### src/rtl/core/pmms_pkg.sv
// ----------------------------------------------------------------------------
// pmms_pkg
// Shared types and constants for the plane min/max/sum/SAD statistics block.
// ----------------------------------------------------------------------------
package pmms_pkg;

  localparam int LANES      = 4;
  localparam int SAMPLE_W   = 16;
  localparam int LANE_CNT_W = 3;
  localparam int GROUP_W    = SAMPLE_W + $clog2(LANES);
  localparam int OUT_SUM_W  = 48;

  // configuration port
  localparam int CFG_INDEX_W = 1;
  localparam int CFG_DATA_W  = 5;
  localparam logic [CFG_INDEX_W-1:0] REG_COMPARE_ENABLE = 1'd0;
  localparam logic [CFG_INDEX_W-1:0] REG_SAMPLE_DEPTH   = 1'd1;

  localparam logic [CFG_DATA_W-1:0] DEPTH_MIN = 5'd8;
  localparam logic [CFG_DATA_W-1:0] DEPTH_MAX = 5'd16;
  localparam logic [SAMPLE_W-1:0]   MASK_RESET = 16'h00FF;

  typedef struct packed {
    logic [SAMPLE_W-1:0]   sample_a0;
    logic [SAMPLE_W-1:0]   sample_a1;
    logic [SAMPLE_W-1:0]   sample_a2;
    logic [SAMPLE_W-1:0]   sample_a3;
    logic [SAMPLE_W-1:0]   sample_b0;
    logic [SAMPLE_W-1:0]   sample_b1;
    logic [SAMPLE_W-1:0]   sample_b2;
    logic [SAMPLE_W-1:0]   sample_b3;
    logic [LANE_CNT_W-1:0] valid_lanes;
    logic                  last_of_frame;
  } sample_item_t;

  typedef struct packed {
    logic [SAMPLE_W-1:0]  frame_min;
    logic [SAMPLE_W-1:0]  frame_max;
    logic [OUT_SUM_W-1:0] frame_sum;
    logic [OUT_SUM_W-1:0] frame_diff_sum;
    logic                 overflow;
  } result_item_t;

  // live configuration
  typedef struct packed {
    logic                compare_enable;
    logic [SAMPLE_W-1:0] sample_mask;
  } cfg_t;

  // per-group reduction handed to the accumulator stage
  typedef struct packed {
    logic [SAMPLE_W-1:0] gmin;
    logic [SAMPLE_W-1:0] gmax;
    logic [GROUP_W-1:0]  gsum;
    logic [GROUP_W-1:0]  gdiff;
    logic                last;
  } group_t;

endpackage

### src/rtl/core/pmms_cfg.sv
// ----------------------------------------------------------------------------
// pmms_cfg
// Configuration registers; sample depth is clamped and kept as a sample bit mask.
// ----------------------------------------------------------------------------
module pmms_cfg
  import pmms_pkg::*;
(
  input  logic                   clk,
  input  logic                   rst,
  input  logic                   cfg_we,
  input  logic [CFG_INDEX_W-1:0] cfg_index,
  input  logic [CFG_DATA_W-1:0]  cfg_data,
  output cfg_t                   cfg
);

  logic                  compare_enable;
  logic [SAMPLE_W-1:0]   sample_mask;
  logic [SAMPLE_W-1:0]   sample_mask_next;
  logic [CFG_DATA_W-1:0] depth;

  always_comb begin
    depth = cfg_data;
    if (depth < DEPTH_MIN) depth = DEPTH_MIN;
    if (depth > DEPTH_MAX) depth = DEPTH_MAX;
    sample_mask_next = SAMPLE_W'(((SAMPLE_W+1)'(1) << depth) - (SAMPLE_W+1)'(1));
  end

  always_ff @(posedge clk) begin
    if (rst) begin
      compare_enable <= 1'b0;
      sample_mask    <= MASK_RESET;
    end else if (cfg_we) begin
      unique case (cfg_index)
        REG_COMPARE_ENABLE: compare_enable <= cfg_data[0];
        REG_SAMPLE_DEPTH:   sample_mask    <= sample_mask_next;
        default: ;
      endcase
    end
  end

  assign cfg.compare_enable = compare_enable;
  assign cfg.sample_mask    = sample_mask;

endmodule

### src/rtl/core/pmms_lanes.sv
// ----------------------------------------------------------------------------
// pmms_lanes
// Masks the lanes of one group, reduces them to min/max/sum/SAD and
// registers the result as the input stage.
// ----------------------------------------------------------------------------
module pmms_lanes
  import pmms_pkg::*;
(
  input  logic         clk,
  input  logic         rst,
  input  cfg_t         cfg,
  input  logic         sample_valid,
  output logic         sample_ready,
  input  sample_item_t sample_data,
  output logic         grp_valid,
  input  logic         grp_take,
  output group_t       grp
);

  logic [SAMPLE_W-1:0]   lane_a [LANES];
  logic [SAMPLE_W-1:0]   lane_b [LANES];
  logic [LANE_CNT_W-1:0] lane_count;
  group_t                grp_next;

  assign lane_a[0] = sample_data.sample_a0;
  assign lane_a[1] = sample_data.sample_a1;
  assign lane_a[2] = sample_data.sample_a2;
  assign lane_a[3] = sample_data.sample_a3;
  assign lane_b[0] = sample_data.sample_b0;
  assign lane_b[1] = sample_data.sample_b1;
  assign lane_b[2] = sample_data.sample_b2;
  assign lane_b[3] = sample_data.sample_b3;

  assign lane_count = (sample_data.valid_lanes > LANE_CNT_W'(LANES)) ?
                      LANE_CNT_W'(LANES) : sample_data.valid_lanes;

  always_comb begin
    logic [SAMPLE_W-1:0] a;
    logic [SAMPLE_W-1:0] b;
    logic [SAMPLE_W-1:0] d;
    grp_next      = '0;
    grp_next.gmin = '1;
    grp_next.last = sample_data.last_of_frame;
    for (int i = 0; i < LANES; i++) begin
      a = lane_a[i] & cfg.sample_mask;
      b = lane_b[i] & cfg.sample_mask;
      d = (a > b) ? (a - b) : (b - a);
      if (LANE_CNT_W'(i) < lane_count) begin
        if (a < grp_next.gmin) grp_next.gmin = a;
        if (a > grp_next.gmax) grp_next.gmax = a;
        grp_next.gsum  = grp_next.gsum + GROUP_W'(a);
        grp_next.gdiff = grp_next.gdiff + GROUP_W'(d);
      end
    end
  end

  assign sample_ready = !grp_valid || grp_take;

  always_ff @(posedge clk) begin
    if (rst) begin
      grp_valid <= 1'b0;
    end else if (sample_ready) begin
      grp_valid <= sample_valid;
    end
  end

  always_ff @(posedge clk) begin
    if (sample_valid && sample_ready) begin
      grp <= grp_next;
    end
  end

  // stage must hold a group until the accumulator takes it
  a_hold: assert property (@(posedge clk) disable iff (rst)
    grp_valid && !grp_take |=> grp_valid && $stable(grp))
    else $error("input stage dropped or changed a pending group");

  a_load: assert property (@(posedge clk) disable iff (rst)
    sample_valid && sample_ready |=> grp_valid)
    else $error("accepted transaction did not reach the input stage");

endmodule

### src/rtl/core/pmms_accum.sv
// ----------------------------------------------------------------------------
// pmms_accum
// Frame accumulators with saturation, and the result register.
// ----------------------------------------------------------------------------
module pmms_accum
  import pmms_pkg::*;
#(
  parameter int ACC_WIDTH = 48
) (
  input  logic         clk,
  input  logic         rst,
  input  cfg_t         cfg,
  input  logic         grp_valid,
  output logic         grp_take,
  input  group_t       grp,
  output logic         result_valid,
  input  logic         result_ready,
  output result_item_t result_data
);

  logic [SAMPLE_W-1:0]  run_min;
  logic [SAMPLE_W-1:0]  run_max;
  logic [ACC_WIDTH-1:0] run_sum;
  logic [ACC_WIDTH-1:0] run_diff;
  logic                 run_ovf;

  logic [SAMPLE_W-1:0]  run_min_next;
  logic [SAMPLE_W-1:0]  run_max_next;
  logic [ACC_WIDTH-1:0] run_sum_next;
  logic [ACC_WIDTH-1:0] run_diff_next;
  logic                 run_ovf_next;
  logic [ACC_WIDTH:0]   sum_ext;
  logic [ACC_WIDTH:0]   diff_ext;
  logic                 sum_sat;
  logic                 diff_sat;
  result_item_t         result_next;

  // a last group needs a free result slot; other groups always go
  assign grp_take = grp_valid && (!grp.last || !result_valid || result_ready);

  always_comb begin
    sum_ext  = {1'b0, run_sum} + (ACC_WIDTH+1)'(grp.gsum);
    diff_ext = {1'b0, run_diff} + (ACC_WIDTH+1)'(grp.gdiff);
    sum_sat  = sum_ext[ACC_WIDTH];
    diff_sat = cfg.compare_enable && diff_ext[ACC_WIDTH];

    run_min_next = (grp.gmin < run_min) ? grp.gmin : run_min;
    run_max_next = (grp.gmax > run_max) ? grp.gmax : run_max;
    run_sum_next = sum_sat ? '1 : sum_ext[ACC_WIDTH-1:0];
    if (!cfg.compare_enable) begin
      run_diff_next = run_diff;
    end else if (diff_sat) begin
      run_diff_next = '1;
    end else begin
      run_diff_next = diff_ext[ACC_WIDTH-1:0];
    end
    run_ovf_next = run_ovf || sum_sat || diff_sat;

    result_next.frame_min = (run_min_next < cfg.sample_mask) ? run_min_next : cfg.sample_mask;
    result_next.frame_max = run_max_next;
    result_next.frame_sum = OUT_SUM_W'(run_sum_next);
    result_next.frame_diff_sum = cfg.compare_enable ? OUT_SUM_W'(run_diff_next) : '0;
    result_next.overflow = run_ovf_next;
  end

  always_ff @(posedge clk) begin
    if (rst) begin
      run_min <= '1;
      run_max <= '0;
      run_sum <= '0;
      run_diff <= '0;
      run_ovf <= 1'b0;
    end else if (grp_take) begin
      if (grp.last) begin
        run_min <= '1;
        run_max <= '0;
        run_sum <= '0;
        run_diff <= '0;
        run_ovf <= 1'b0;
      end else begin
        run_min <= run_min_next;
        run_max <= run_max_next;
        run_sum <= run_sum_next;
        run_diff <= run_diff_next;
        run_ovf <= run_ovf_next;
      end
    end
  end

  always_ff @(posedge clk) begin
    if (rst) begin
      result_valid <= 1'b0;
    end else if (grp_take && grp.last) begin
      result_valid <= 1'b1;
    end else if (result_ready) begin
      result_valid <= 1'b0;
    end
  end

  always_ff @(posedge clk) begin
    if (grp_take && grp.last) begin
      result_data <= result_next;
    end
  end

  a_emit: assert property (@(posedge clk) disable iff (rst)
    grp_take && grp.last |=> result_valid)
    else $error("last group did not raise a result");

  a_clear: assert property (@(posedge clk) disable iff (rst)
    grp_take && grp.last |=> run_sum == '0 && run_diff == '0 && !run_ovf && run_min == '1)
    else $error("frame state not cleared after last group");

  a_no_overwrite: assert property (@(posedge clk) disable iff (rst)
    result_valid && !result_ready |=> result_valid && $stable(result_data))
    else $error("pending result overwritten");

endmodule

### src/rtl/core/plane_min_max_sum_sad.sv
// ----------------------------------------------------------------------------
// plane_min_max_sum_sad
// Frame statistics over plane A (min, max, saturating sum) plus the
// saturating sum of |A - B| against plane B (zero unless compare is on),
// reported once per frame.
// Throughput: one group of LANES samples per clock, except while a last group
// waits. A last group passes the input register, then loads the result register.
// Stall: only a last group waits, when the result register still holds an
// untaken result; other groups flow on regardless of result_ready.
// Reset: synchronous; clears both pipeline valids, the frame accumulators
// and the registers (compare off, sample depth 8).
// ----------------------------------------------------------------------------
module plane_min_max_sum_sad
  import pmms_pkg::*;
#(
  parameter int ACC_WIDTH = 48
) (
  input  logic                   clk,
  input  logic                   rst,
  // configuration writes; the user must write only while idle (not enforced)
  input  logic                   cfg_we,
  input  logic [CFG_INDEX_W-1:0] cfg_index,
  input  logic [CFG_DATA_W-1:0]  cfg_data,
  // sample groups
  input  logic                   sample_valid,
  output logic                   sample_ready,
  input  sample_item_t           sample_data,
  // frame results
  output logic                   result_valid,
  input  logic                   result_ready,
  output result_item_t           result_data
);

  cfg_t   cfg;
  logic   grp_valid;
  logic   grp_take;
  group_t grp;

  // Register file: compare enable and the clamped depth, kept as a mask so
  // the lane logic only ANDs it in.
  pmms_cfg u_cfg (
    .clk       (clk),
    .rst       (rst),
    .cfg_we    (cfg_we),
    .cfg_index (cfg_index),
    .cfg_data  (cfg_data),
    .cfg       (cfg)
  );

  // Stage 1: per-lane mask and 4-lane reduction into the input register.
  // sample_ready only depends on whether the accumulator drains this stage,
  // so a waiting result does not block ordinary groups.
  pmms_lanes u_lanes (
    .clk          (clk),
    .rst          (rst),
    .cfg          (cfg),
    .sample_valid (sample_valid),
    .sample_ready (sample_ready),
    .sample_data  (sample_data),
    .grp_valid    (grp_valid),
    .grp_take     (grp_take),
    .grp          (grp)
  );

  // Stage 2: one wide saturating add per sum, running min/max, and the
  // result register loaded on the last group of a frame.
  pmms_accum #(
    .ACC_WIDTH (ACC_WIDTH)
  ) u_accum (
    .clk          (clk),
    .rst          (rst),
    .cfg          (cfg),
    .grp_valid    (grp_valid),
    .grp_take     (grp_take),
    .grp          (grp),
    .result_valid (result_valid),
    .result_ready (result_ready),
    .result_data  (result_data)
  );

  // a group in stage 1 that is not the frame end never waits
  a_flow: assert property (@(posedge clk) disable iff (rst)
    grp_valid && !grp.last |-> grp_take)
    else $error("non-final group stalled in stage 1");

endmodule
### config.mk
export PLATFORM = sky130hd
export DESIGN_NAME = plane_min_max_sum_sad
export DESIGN_NICKNAME = d
export VERILOG_FILES = /design/src/rtl/core/pmms_pkg.sv /design/src/rtl/core/pmms_cfg.sv /design/src/rtl/core/pmms_lanes.sv /design/src/rtl/core/pmms_accum.sv /design/src/rtl/core/plane_min_max_sum_sad.sv
export SDC_FILE = /design/constraint.sdc
export NUM_CORES = 1
export LEC_CHECK = 0
export ABC_AREA = 1
export BUFFER_PORTS_ARGS = -buffer_cell sky130_fd_sc_hd__buf_2
export CORE_UTILIZATION = 50
export CTS_CLUSTER_DIAMETER = 40
export DETAILED_ROUTE_END_ITERATION = 8
export PLACE_DENSITY = 0.69
export SETUP_SLACK_MARGIN = 0.02
export SLEW_MARGIN = 20
export SYNTH_ARGS = -nofsm -noshare
export SYNTH_HDL_FRONTEND = slang
export SYNTH_HIERARCHICAL = 1
export SYNTH_SLANG_ARGS = --single-unit
### constraint.sdc
create_clock -name clk -period 8.5 [get_ports clk]
set_clock_uncertainty 0.15 [all_clocks]
set_input_delay 0.85 -clock clk [delete_from_list [all_inputs] [get_ports clk]]
set_output_delay 0.85 -clock clk [all_outputs]
set_load 0.02 [all_outputs]
==> metrics.sh, run 1 <==
VDD.IR_DROP.WORST_V=0.000203
FINAL_ANTENNA_NET_COUNT=0
VIASPERCELL=5.50
CP-END-KIND='flop'
GROWTH_OF_DESIGN_AREA_FROM_SYNTHESIS_TO_FINISH_PCT=11.9
TIMING.SLEW.HEADROOM_PCT=30.1
YOSYSWARNINGS=6
TIMING.CRITICAL_PATH.MAX_DELAY_FAMILY='simple AND/OR/NAND/NOR gates'
PLACE_HPWL_UM=86500
DIE_HEIGHT_UM=260
ROOT_BUFFER_SELECTED_BY_CTS='sky130_fd_sc_hd__clkbuf_16'
GRT_UTIL_ALL_LAYERS_PCT=30.9
CORE-AREA_UM2=65700
GP_CONGESTION=0.999
SLEW_VIOL_FINAL=0
SETUP_VIOL=0
VIAS_IN_THE_FIRST_GLOBAL_ROUTE=29800
CRIT_TYPE='flop to flop'
CTS.HOLD.BUFFERS_ADDED=0
IO_BUFFERS=273
FLOORPLAN.ROWS=94
WIRE_LENGTH_OF_THE_FIRST_GLOBAL_ROUTING_PASS_UM=164000
IO-PIN-COUNT=274
CP.BUFFERS_INVERTERS=6
CRITICAL_PATH.STARTPOINT_TYPE='flop'
DIE-AREA_UM2=67600
CRITICAL-PATH-TOP-CELL-BY-COUNT='sky130_fd_sc_hd__nand2_1'
WORST_HOLD_PATH_TYPE='input port to flop'
FIN_SETUP_TNS_PS=0
DRIVE_GT1_SHARE_PCT=12.5
SYNTH_TOP_FAMILY_BY_AREA='simple AND/OR/NAND/NOR gates'
POWER_DENSITY_nW_PER_UM2=238
POST_SYNTH_XOR_AREA_FRACTION_PCT=3.84
CLOCK_SINKS=346
TIMING.RR.START='u_cfg/sample_mask[14]'
CELLLEAKAGEPOWER_nW=18.4
DIE_X_UM=260
DIODE_COUNT=0
INITIAL_CORE_UTIL_PCT=50.6
REG_TO_REG_SLACK_SETUP_PS=840
DRT-WIRELENGTH-PER-CELL_UM=18.1
MAX_CLOCK_FREQ_MHz=131
ANTENNA_VIOLATIONS_BEFORE_REPAIR=0
CP_NUM_CELLS=46
WORST_PIN_SLEW_PS=1050
FINALHOLDVIOLATIONS=0
NUMBER_OF_LEVELS_THE_H_TREE_WAS_SPLIT_INTO=2
DETAIL_ROUTE.DRC_VIOLATIONS=0
SYNTHSIMPLEGATEAREAFRAC_PCT=27.2
RUN_STATUS='finished clean'
SYNTH_COMPOUND_AREA_SHARE_PCT=16.5
RSZ0062_AT_GRT='no'
HOLDPATHSTAGES=1
FINAL_MIN_PERIOD_OVER_CLOCK_PERIOD_PCT=90.1
CRIT_PATH_MAX_INCR_DELAY_PS=650
SYNTH_CELLS=4744
END_OF_THE_WORST_REGISTER_TO_REGISTER_PATH='u_lanes/grp[18]'
PORTION_OF_NETLIST_AREA_OCCUPIED_BY_MUX_CELLS_PCT=0.545
MEAN_INSTANCE_SIZE_IN_THE_SYNTHESIZED_NETLIST_UM2=7.01
FINALWIRELENGTH_UM=107000
CTS_TREE='built'
CAPTURE_ENDPOINT_OF_THE_WORST_HOLD_PATH='u_lanes/grp[0]'
LARGEST_NET_DEGREE_AT_THE_START_OF_GLOBAL_ROUTING=83
FINALHOLDWORSTSLACK_PS=295
WORSTPATHMAXFANOUT=7
CRITICAL_PATH_ARRIVAL_PS=7840
PERIOD_MINUS_SLACK_PS=7660
CAP_VIOL_MAX_COUNT=0
PATH_CLK_SLEW_PS=50
SYNTH_CELL_TYPE_COUNT=74
DETAIL_ROUTE.FIRST_PASS.ITERATIONS=5
CLKLATENCYLATEPIN_PS=600
WORST-ENDPOINT-REQUIRED_PS=8680
SYN-CELL-AREA_UM2=33300
SYNTH.YOSYS.SEQ_AREA_SHARE_PCT=26.8
DOMINANTREGCELLSYNTH='sky130_fd_sc_hd__edfxtp_1'
NNETSFINAL=5528
WORST_R2R_PATH_DEPTH=46
INITIALDRTVIOLATIONCOUNT=2525
CTS_MAX_PATH_BUFFERS=3
NUMBER_OF_ENABLE_FLIP_FLOP_CELLS_AFTER_SYNTHESIS=198
CTS_BUFFERS=51
YOSYS_REGISTER_BITS=346
CRITPATHSLOWESTCELL='sky130_fd_sc_hd__dfxtp_1'
VIAS=32300
SYNTHADDERAREAFRAC_PCT=15.8
ASYNC_FLOP_SHARE_PCT=0
GLOBALROUTE.TOTALOVERFLOW=0
MIN_FROM='sample_data[0]'
-- how the worst max path moves through the flow --
stage,from,end,slack (ps)
CTS,u_cfg/sample_mask[10],u_lanes/grp[18],670
global placement,sample_data[124],u_lanes/grp[18],610
global route,u_cfg/sample_mask[7],u_lanes/grp[18],40
floorplan,sample_data[52],u_lanes/grp[18],1230
detailed placement,sample_data[103],u_lanes/grp[18],480
finish,u_cfg/sample_mask[14],u_lanes/grp[18],840
-- through the flow --
stage                     util [%]  power, mW  instances  area, um^2  setup WS, ps
after floorplan                  -       5.60       4745       33300          1230
after global placement        53.9       6.68       5785       35500           609
after detailed placement      53.9       6.72       5785       35500           476
after CTS                     56.6       8.83       5881       37200           669
after global routing          56.6       9.56       5881       37200          36.6
final                         56.6       8.87       5881       37200           839
-- cell families after synthesis --
group,Yosys count
AOI/OAI and AO/OA,954
DFF,346
and+or+nand+nor,2079
buffers and inverters,789
other,1
muxes,18
xor gates and xnor gates,146
adders and majority gates,411
-- power breakdown --
part           internal [mW]  leakage, nW  total, mW  switching, mW
sequential              2.04         3.03       2.13         0.0863
clock                   1.24        0.837       2.07          0.838
combinational           1.69         14.5       4.67           2.98
-- cells in the final DEF, fill, tap and decap left out, types with 33 or more instances in the layout --
master / n
sky130_fd_sc_hd__nor2_1: 347
sky130_fd_sc_hd__a21oi_1: 436
sky130_fd_sc_hd__xor2_1: 85
sky130_fd_sc_hd__buf_2: 272
sky130_fd_sc_hd__ha_1: 395
sky130_fd_sc_hd__clkbuf_16: 52
sky130_fd_sc_hd__dfxtp_1: 139
sky130_fd_sc_hd__nand3_1: 213
sky130_fd_sc_hd__o21ai_0: 281
sky130_fd_sc_hd__xnor2_1: 61
sky130_fd_sc_hd__nor3_1: 58
sky130_fd_sc_hd__inv_1: 608
sky130_fd_sc_hd__edfxtp_1: 198
sky130_fd_sc_hd__nand4_1: 47
sky130_fd_sc_hd__nand2_2: 33
sky130_fd_sc_hd__nand2_1: 1238
sky130_fd_sc_hd__buf_4: 52
-- registers in the layout (all words and copies together) (netlist names) --
signal	cells
u_accum/result_valid	1
u_accum/run_diff	48
u_accum/run_max	16
u_accum/result_data	129
u_cfg/sample_mask	16
u_lanes/grp	69
u_accum/run_sum	48
u_cfg/compare_enable	1
u_lanes/grp_valid	1
u_accum/run_ovf	1
u_accum/run_min	16
-- area by class of cell --
cell class	instances	area [um^2]
multi-input cells	3610	21300
fillers	6399	28500
repair buffers	324	1750
clock buffers	60	1350
flip-flops and latches	346	8920
clock inverters	36	393
inverters	641	2410
well taps	864	1080
-- repair_timing --
item	CTS	global route
endpoints found under the hold margin	0	0
setup buffers	0	0
endpoints found under the setup margin	0	3
gates resized for setup	0	13
-- cell usage after synthesis, drive strengths merged, types with 50 or more instances --
| cell type | n | share of area (%) |
|---|---|---|
| a21oi | 454 | 7.1 |
| buf | 50 | 0.95 |
| clkbuf | 98 | 1.1 |
| dfxtp | 148 | 8.9 |
| edfxtp | 198 | 18 |
| ha | 395 | 15 |
| inv | 636 | 7.2 |
| nand2 | 1282 | 15 |
| nand3 | 243 | 4.1 |
| nor2 | 363 | 4.2 |
| nor3 | 65 | 1.2 |
| o21ai | 308 | 4.7 |
| xnor2 | 61 | 1.6 |
| xor2 | 85 | 2.2 |
-- per-layer routing --
layer	vias to the layer above	track usage [%]	wire length, um
met5	-	0	0
met4	0	13.4	4890
met3	192	3.42	6570
met2	1132	50.7	48300
met1	14800	41.0	46800
li1	16300	-	-
Power figures use the tool's default switching activity.
==> run 2, diff against run 1 <==
==> constraint.sdc (replaced) <==
create_clock -name clk -period 9.05 [get_ports clk]
set_clock_uncertainty 0.15 [all_clocks]
set_input_delay 0.905 -clock clk [delete_from_list [all_inputs] [get_ports clk]]
set_output_delay 0.905 -clock clk [all_outputs]
set_load 0.02 [all_outputs]
==> metrics.sh, run 2 (same netlist as run 1, synthesis figures left out) <==
GRT_UTIL_ALL_LAYERS_PCT=31.0  # +0.098 points
TIMING.RR.START='u_cfg/sample_mask[2]'
NNETSFINAL=5518  # -0.18%
CAP_VIOL_MAX_COUNT=0  # unchanged
SETUP_VIOL=0  # unchanged
CLKLATENCYLATEPIN_PS=620  # +20 ps
WORST_HOLD_PATH_TYPE='flop to flop'
GLOBALROUTE.TOTALOVERFLOW=0  # unchanged
FINAL_MIN_PERIOD_OVER_CLOCK_PERIOD_PCT=88.9  # -1.3 points
FILLERINSTANCES=6427  # +0.44%
IO-PIN-COUNT=274  # unchanged
CRIT_PATH_MAX_INCR_DELAY_PS=800  # +150 ps
DETAIL_ROUTE.FIRST_PASS.ITERATIONS=6  # +1
CRITICAL_PATH.STARTPOINT_TYPE='flop'
DIE-AREA_UM2=67600  # unchanged
CTS_BUFFERS=52  # +2.0%
POWER_DENSITY_nW_PER_UM2=227  # -4.8%
WORSTPATHMAXFANOUT=16  # +9
DIODE_COUNT=0  # unchanged
IO_BUFFERS=273  # unchanged
VDD.IR_DROP.WORST_V=0.000217  # +6.9%
DESIGN_POWER_TOTAL_mW=8.44  # -4.8%
RUN_STATUS='finished clean'
DRIVE_GT1_SHARE_PCT=12.2  # -0.26 points
LARGEST_REG_FLOPS=129  # unchanged
TIMING.CRITICAL_PATH.MAX_DELAY_FAMILY='simple AND/OR/NAND/NOR gates'
PLACE_HPWL_UM=86200  # -0.34%
INITIALDRTVIOLATIONCOUNT=2596  # +2.8%
VIASPERCELL=5.51  # +0.27%
SETUP.WORST_PATH.START='u_cfg/sample_mask[2]'
TOP_REGISTER='u_accum/result_data'
CP-END-KIND='flop'
FINAL_ANTENNA_NET_COUNT=0  # unchanged
WIRE_LENGTH_OF_THE_FIRST_GLOBAL_ROUTING_PASS_UM=165000  # +0.34%
WORST-ENDPOINT-REQUIRED_PS=9220  # +540 ps
CLOCK_SINKS=346  # unchanged
MOST-COMMON-LAYOUT-CELLS='1238 x sky130_fd_sc_hd__nand2_1, 609 x sky130_fd_sc_hd__inv_1, 436 x sky130_fd_sc_hd__a21oi_1'
FLOORPLAN.ROWS=94  # unchanged
CP_NUM_CELLS=49  # +6.5%
RSZ0062_AT_GRT='no'
END_OF_THE_WORST_REGISTER_TO_REGISTER_PATH='u_lanes/grp[18]'
CRIT_TYPE='flop to flop'
CTS_TREE='built'
MAX_CLOCK_FREQ_MHz=124  # -4.8%
FINALHOLDVIOLATIONS=0  # unchanged
GP_CONGESTION=1.02  # +2.2%
SETUP_SLACK_PS=1010  # +168 ps
CORE-AREA_UM2=65700  # unchanged
DRT-WIRELENGTH-PER-CELL_UM=18.2  # +0.29%
FINALWIRELENGTH_UM=107000  # +0.14%
INITIAL_CORE_UTIL_PCT=50.6  # unchanged
WORST_PIN_SLEW_PS=1040  # -8.48 ps
GROWTH_OF_DESIGN_AREA_FROM_SYNTHESIS_TO_FINISH_PCT=11.9  # unchanged
CTS_MAX_PATH_BUFFERS=3  # unchanged
SETUP.WORST_PATH.END='u_lanes/grp[18]'
MOSTFREQUENTLAYOUTCELL='sky130_fd_sc_hd__nand2_1'
VIAS=32400  # +0.12%
NUMBER_OF_LEVELS_THE_H_TREE_WAS_SPLIT_INTO=2  # unchanged
REG.LARGEST.LIST='u_accum/result_data (129), u_lanes/grp (69)'
WORST_R2R_PATH_DEPTH=49  # +6.5%
DIE_HEIGHT_UM=260  # unchanged
CRITICAL_PATH_ARRIVAL_PS=8220  # +380 ps
VIAS_IN_THE_FIRST_GLOBAL_ROUTE=29800  # -0.087%
REG_TO_REG_SLACK_SETUP_PS=1010  # +170 ps
PRECTSSETUPSLACK_PS=844  # +368 ps
CP.BUFFERS_INVERTERS=4  # -2
FIN_SETUP_TNS_PS=0  # unchanged
COUNT_OF_BUFFERS_ADDED_BY_POST_CTS_TIMING_REPAIR_FOR_SETUP=0  # unchanged
ANTENNA_VIOLATIONS_BEFORE_REPAIR=1  # +1
CELLLEAKAGEPOWER_nW=18.4  # about the same
DIE_X_UM=260  # unchanged
TIMING.SLEW.HEADROOM_PCT=30.6  # +0.49 points
LARGEST_NET_DEGREE_AT_THE_START_OF_GLOBAL_ROUTING=80  # -3.6%
DETAIL_ROUTE.DRC_VIOLATIONS=0  # unchanged
SLEW_VIOL_FINAL=0  # unchanged
PATH_CLK_SLEW_PS=50  # about the same
ROOT_BUFFER_SELECTED_BY_CTS='sky130_fd_sc_hd__clkbuf_16'
PERIOD_MINUS_SLACK_PS=8040  # +382 ps
CRITPATHSLOWESTCELL='sky130_fd_sc_hd__dfxtp_1'
CRITICAL-PATH-TOP-CELL-BY-COUNT='sky130_fd_sc_hd__nand2_1'
-- run 2: changes by cell type in the layout (fill, tap and decap cells not counted), sizes merged --
cell      change
buf          -11
inv           +8
clkinv        -6
clkbuf        -5
bufinv        +3
clkinvlp      +2
-- run 2: worst min-delay path by stage --
stage / from / cells past startpoint / endpoint
4_1_cts: u_accum/run_max[14] / 2 / u_accum/run_max[14]
6_report: u_accum/run_max[14] / 2 / u_accum/run_max[14]
3_5_place_dp: u_accum/run_max[14] / 2 / u_accum/run_max[14]
2_1_floorplan: u_accum/run_max[10] / 2 / u_accum/run_max[10]
5_1_grt: u_accum/run_max[1] / 2 / u_accum/run_max[1]
3_3_place_gp: u_accum/run_max[14] / 2 / u_accum/run_max[14]
-- run 2: cell type report --
type / instances / area (um^2) / share of cell area, %
Multi-Input combinational cell: 3610 / 21300 / 57.2
Sequential cell: 346 / 8910 / 23.9
Inverter: 641 / 2410 / 6.48
Timing Repair Buffer: 313 / 1670 / 4.48
Clock buffer: 55 / 1320 / 3.55
Tap cell: 864 / 1080 / 2.90
Clock inverter: 43 / 522 / 1.40
-- run 2: power by group --
part / internal, mW / switching, mW
combinational: 1.58 / 2.78
sequential: 1.92 / 0.0839
clock: 1.25 / 0.831
total: 4.74 / 3.70
-- run 2: repair_timing --
action                                 CTS  global route
hold buffers                             0             0
endpoints found under the hold margin    0             0
setup endpoints to repair                0             1
resized for setup                        0             1
-- run 2: per-stage QoR --
step | hold slack, ps | utilization [%] | instance area [um^2] | cells
3_3_place_gp | 303 | 53.8 | 35400 | 5774
4_1_cts | 317 | 56.6 | 37200 | 5872
3_5_place_dp | 308 | 53.8 | 35400 | 5774
2_1_floorplan | 295 | - | 33300 | 4745
6_report | 314 | 56.6 | 37200 | 5872
5_1_grt | 334 | 56.6 | 37200 | 5872
-- run 2: per-layer routing --
metal  GRT usage [%]  wire length (um)  share of wire (%)
met1            41.3             46400                 44
met2            50.6             48400                 45
met3            3.71              7130                6.7
met4            12.9              4770                4.5
met5               0                13              0.012
-- run 2: worst register-to-register path, delay by kind of cell, from the launching register on --
kind / cells / cell delay, ps
AOI/OAI and AO/OA: 9 / 1630
xor gates and xnor gates: 2 / 300
adders and majority gates: 4 / 1340
buffers and inverters: 4 / 470
DFF: 1 / 800
and+or+nand+nor: 30 / 3040
